$ cat src/hw/rtl/assert_macros.svh
// Assertion macros used by the top level of the ARP cache responder.
`ifndef ASSERT_MACROS_SVH
`define ASSERT_MACROS_SVH

// Same-cycle implication, disabled during reset.
`define ASSERT_IMPL(label, clk, rst, ante, cons) \
  label: assert property (@(posedge clk) disable iff (rst) (ante) |-> (cons)) \
    else $error("assertion failed");

// Next-cycle implication, disabled during reset.
`define ASSERT_NEXT(label, clk, rst, ante, cons) \
  label: assert property (@(posedge clk) disable iff (rst) (ante) |=> (cons)) \
    else $error("assertion failed");

`endif

$ cat src/hw/rtl/arpc_pkg.sv
// Package with the shared types and constants of the ARP cache responder.
package arpc_pkg;

  localparam int IDX_W = 8;
  localparam logic [47:0] BCAST_MAC = 48'hFFFF_FFFF_FFFF;
  localparam logic [15:0] MIN_LEN = 16'd28;
  localparam logic [15:0] HW_ETHER = 16'h0001;
  localparam logic [15:0] PROTO_IPV4 = 16'h0800;
  localparam logic [15:0] OP_FIELD_REQ = 16'h0001;

  localparam logic [1:0] REG_OWN_MAC = 2'd0;
  localparam logic [1:0] REG_OWN_IP = 2'd1;
  localparam logic [1:0] REG_IP_CFG = 2'd2;
  localparam logic [1:0] REG_NIC = 2'd3;

  typedef enum logic [2:0] {
    ACT_NONE = 3'd0,
    ACT_HIT = 3'd1,
    ACT_MISS_REQ = 3'd2,
    ACT_MISS_NOREQ = 3'd3,
    ACT_REPLY = 3'd4
  } action_t;

  localparam logic [1:0] OPER_NONE = 2'd0;
  localparam logic [1:0] OPER_REQUEST = 2'd1;
  localparam logic [1:0] OPER_REPLY = 2'd2;

  localparam logic OPC_PACKET = 1'b0;
  localparam logic OPC_LOOKUP = 1'b1;

  typedef struct packed {
    logic        opcode;
    logic [31:0] now;
    logic [15:0] frame_len;
    logic [15:0] hw_type;
    logic [15:0] proto_type;
    logic [15:0] op_code_field;
    logic [47:0] sender_mac;
    logic [31:0] sender_ip;
    logic [31:0] tgt_ip;
  } in_item_t;

  typedef struct packed {
    logic [2:0]  action;
    logic [47:0] found_mac;
    logic [47:0] eth_dest_mac;
    logic [1:0]  pkt_oper;
    logic [47:0] pkt_sender_mac;
    logic [31:0] pkt_sender_ip;
    logic [47:0] pkt_target_mac;
    logic [31:0] pkt_target_ip;
  } out_item_t;

  typedef struct packed {
    logic [31:0]      key;
    logic             hit;
    logic [IDX_W-1:0] hit_idx;
    logic [47:0]      hit_mac;
    logic             free;
    logic [IDX_W-1:0] free_idx;
    logic [31:0]      best_time;
    logic [IDX_W-1:0] best_idx;
  } scan_rec_t;

  typedef struct packed {
    logic             we;
    logic [IDX_W-1:0] idx;
    logic [31:0]      ip;
    logic [47:0]      mac;
    logic [31:0]      stamp;
  } wr_t;

endpackage

$ cat src/hw/rtl/arpc_cell.sv
// One cache entry cell that updates the passing scan record and hands it on.
module arpc_cell #(
  parameter int IDX = 0
) (
  input  logic                clk,
  input  logic                rst,
  input  logic                tok_in,
  input  arpc_pkg::scan_rec_t rec_in,
  input  arpc_pkg::wr_t       wr,
  output logic                tok_out,
  output arpc_pkg::scan_rec_t rec_out
);

  logic                valid;
  logic [31:0]         ip;
  logic [47:0]         mac;
  logic [31:0]         stamp;
  arpc_pkg::scan_rec_t rec_next;
  logic                sel;

  assign sel = wr.we && (wr.idx == arpc_pkg::IDX_W'(IDX));

  always_comb begin
    rec_next = rec_in;
    if (!rec_in.hit && valid && (ip == rec_in.key)) begin
      rec_next.hit = 1'b1;
      rec_next.hit_idx = arpc_pkg::IDX_W'(IDX);
      rec_next.hit_mac = mac;
    end
    if (!rec_in.free && !valid) begin
      rec_next.free = 1'b1;
      rec_next.free_idx = arpc_pkg::IDX_W'(IDX);
    end
    if (stamp < rec_in.best_time) begin
      rec_next.best_time = stamp;
      rec_next.best_idx = arpc_pkg::IDX_W'(IDX);
    end
  end

  always_ff @(posedge clk) begin
    if (rst) begin
      valid <= 1'b0;
      stamp <= '0;
      tok_out <= 1'b0;
    end else begin
      tok_out <= tok_in;
      if (sel) begin
        valid <= 1'b1;
        stamp <= wr.stamp;
      end
    end
  end

  always_ff @(posedge clk) begin
    if (sel) begin
      ip <= wr.ip;
      mac <= wr.mac;
    end
    rec_out <= rec_next;
  end

endmodule
$ cat config.mk
export PLATFORM = sky130hd
export DESIGN_NAME = arpc_cell
export DESIGN_NICKNAME = d
export VERILOG_FILES = /design/src/hw/rtl/assert_macros.svh /design/src/hw/rtl/arpc_pkg.sv /design/src/hw/rtl/arpc_cell.sv
export SDC_FILE = /design/constraint.sdc
export NUM_CORES = 1
export LEC_CHECK = 0
export BUFFER_PORTS_ARGS = -buffer_cell sky130_fd_sc_hd__buf_2
export CORE_AREA = 2 2 157 159
export CTS_CLUSTER_DIAMETER = 40
export CTS_CLUSTER_SIZE = 12
export DETAILED_ROUTE_END_ITERATION = 16
export DIE_AREA = 0 0 159 161
export GPL_ROUTABILITY_DRIVEN = 0
export HOLD_SLACK_MARGIN = 0.03
export PLACE_DENSITY_LB_ADDON = 0.15
export SYNTH_ARGS = -nofsm -noshare
export SYNTH_HDL_FRONTEND = slang
export SYNTH_SLANG_ARGS = --single-unit
$ cat constraint.sdc
create_clock -name clk -period 4.6 [get_ports clk]
set_input_delay 0.92 -clock clk [delete_from_list [all_inputs] [get_ports clk]]
set_output_delay 0.92 -clock clk [all_outputs]
set_load 0.03 [all_outputs]
==> reports/results.txt <==
Cell Area, Synth: 8600 µm²
Most common cell after layout, fill and taps aside: buf_2
CTS tree: yes
Vias in the first global route: 6223
Reg-to-reg startpoint: stamp[7]
Clock skew: 18.6 ps
TritonCTS buffer count: 37
1st-iter DRT viols: 280
Min Clock Period, post-route: 3010 ps
Die height: 161 µm
Final Setup Violations: 0
IO Count: 401
Setup TNS: 0 ps
First-pass GRT wire length: 34600 µm
PD cells: 446 nW/µm²
HPWL after DPL: 17500 µm
Die area: 25600 µm²
Worst-path clk slew: 60 ps
Clk buf depth: 3
Average size of a mapped cell: 13.5 µm²
CTS H-tree lvls: 2
Residual DRC: 0
Ratio of cells with drive above 1 in the final layout: 0.500
Tightest Hold Check Type: flip-flop to flip-flop
Clock Latency Late Sink: 510 ps
Hold Buf Count CTS: 0
Crit path max fanout: 28
# rows: 57
YS warnings: 0
Number of gates resized after CTS: 0
Nets: 1354
Placed insts: 1346
Worst Setup End Kind: flip-flop
Detailed Routing Iterations Pass 1: 4
Post-Syn Instances: 637
Worst min-delay path startpoint: mac[39]
Fill cell count: 2234
Die width: 159 µm
Antenna violations before repair: 12
Final cell count without fillers: 1420
Placed Area: 11000 µm²
TritonCTS Sinks: 252
Final total power: 5.44 mW
Largest net degree at the start of global routing: 69
Synth Register Bits: 252
Status: finished clean
Core area: 24000 µm²
Yosys cell types: 35
Area grow syn2layout: 42.1%
GR Util All Layers: 0.175
Peak supply drop: 371 µV
Post-CTS Setup Bufs: 0
Starting density of the core: 0.359
DR vias/cell: 4.30
Design area: 12200 µm²
Critical path origin: rec_in[15]
Max-slew violations: 0
Antenna Violating Nets Remaining: 0
Synth Net Count: 930
Maximum clock rate: 332 MHz
Slew headroom: 0.518
Register area share after synthesis: 0.680
Fin crit share: 0.654
Worst setup margin: 1590 ps
Fin. Hold Viols: 0
Worst-margin pin slew: 724 ps
Gr ovfl total: 0
RSZ-0062 raised after global routing: false
Worst EP arrival: 3400 ps
WP data required: 4980 ps
PortBufs: 400
Max-cap violations: 0
Final wirelength: 23200 µm
Vias: 6099
Most frequent cells in the layout: 400 x buf_2, 172 x dfxtp_1, 80 x edfxtp_1, 77 x mux2_2, 71 x nand2_1
WS Path Type: input pin to flip-flop
Routed len/inst: 16.4 µm
Startpoint Class: input pin
CTS root buf: clkbuf_16
LEAKAGE: 5.58 nW
Post-Place Setup Slack: 1060 ps
worst max-delay path: stages:
cell and delay [ps]:
buf_2 90, inv_1 40, ha_1 310, a41o_1 230, a21oi_1 150, nor3_1 60
or4_1 550, a211oi_4 230, buf_4 410, mux2_2 390
layer usage:
metal,global-route usage,routed length (µm),up-vias
li1,-,-,3060
met1,0.186,8660,2720
met2,0.313,11800,261
met3,0.0704,2080,48
met4,0.0661,648,10
met5,0,71,-
registers in the layout (all words and copies together), names as in the netlist:
| signal | cells |
|---|---|
| rec_out | 138 |
| ip | 32 |
| mac | 48 |
| tok_out | 1 |
| valid | 1 |
| stamp | 32 |
cell usage after synthesis, drive strengths merged:
| cell | number | area share |
|---|---|---|
| nand2b | 3 | 0.0022 |
| nor2 | 8 | 0.0035 |
| edfxtp | 80 | 0.28 |
| clkbuf | 15 | 0.0065 |
| nor3 | 3 | 0.0017 |
| nand4 | 11 | 0.0080 |
| nor2b | 18 | 0.013 |
| xor2 | 1 | 0.0010 |
| dfxtp | 172 | 0.40 |
| a2111oi | 1 | 0.0017 |
| mux2 | 80 | 0.10 |
| nand3 | 5 | 0.0029 |
| a221oi | 1 | 0.0010 |
| or3 | 1 | 0.00073 |
| a41o | 1 | 0.0012 |
| or4 | 1 | 0.00087 |
| and2 | 8 | 0.0058 |
| nand2 | 71 | 0.031 |
| buf | 5 | 0.0052 |
| o21ai | 4 | 0.0023 |
| a21oi | 43 | 0.025 |
| a211oi | 2 | 0.0023 |
| ha | 31 | 0.045 |
| clkinv | 1 | 0.00044 |
| inv | 31 | 0.014 |
| xnor2 | 31 | 0.032 |
| and4 | 3 | 0.0031 |
| o21a | 1 | 0.00087 |
| nor4 | 2 | 0.0015 |
| a21o | 2 | 0.0017 |
| nor4b | 1 | 0.0010 |
logic make-up after synthesis:
group / count (synthesis) / share of synthesized area
DFF: 252 / 0.680
xor gates and xnor gates: 32 / 0.0326
adders and majority gates: 31 / 0.0451
AOI/OAI and AO/OA: 55 / 0.0362
buffers and inverters: 52 / 0.0258
muxes: 80 / 0.105
and+or+nand+nor: 135 / 0.0754
metrics by stage:
stage | hold WS (ps) | util
floorplan | 392 | -
global placement | 451 | 0.458
detailed placement | 458 | 0.458
CTS | 461 | 0.509
global route | 472 | 0.509
finish | 450 | 0.510
report_power, final:
part / internal [mW] / leakage, nW / switching, mW / total [mW]
sequential: 2.34 / 2.14 / 0.0102 / 2.35
combinational: 0.148 / 2.84 / 0.187 / 0.335
clock: 1.74 / 0.601 / 1.01 / 2.75
final cells by class:
cell class / instances / area (µm²) / area share
diodes: 6 / 15.0 / 0.00123
clock inverters: 24 / 267 / 0.0218
repair buffers: 405 / 2050 / 0.168
multi-input cells: 333 / 2540 / 0.208
clock buffers: 44 / 962 / 0.0788
well taps: 324 / 405 / 0.0332
flip-flops and latches: 252 / 5850 / 0.479
inverters: 32 / 123 / 0.0100
final timing paths:
kind	endpoint	slack (ps)	depth (start not counted)
worst max-delay path	rec_out[31]	1590	10
worst min register to register	rec_out[88]	450	1
worst min-delay path	rec_out[88]	450	1
worst max register to register	rec_out[31]	1810	8
Note: power is estimated with default switching activity, not from simulation.
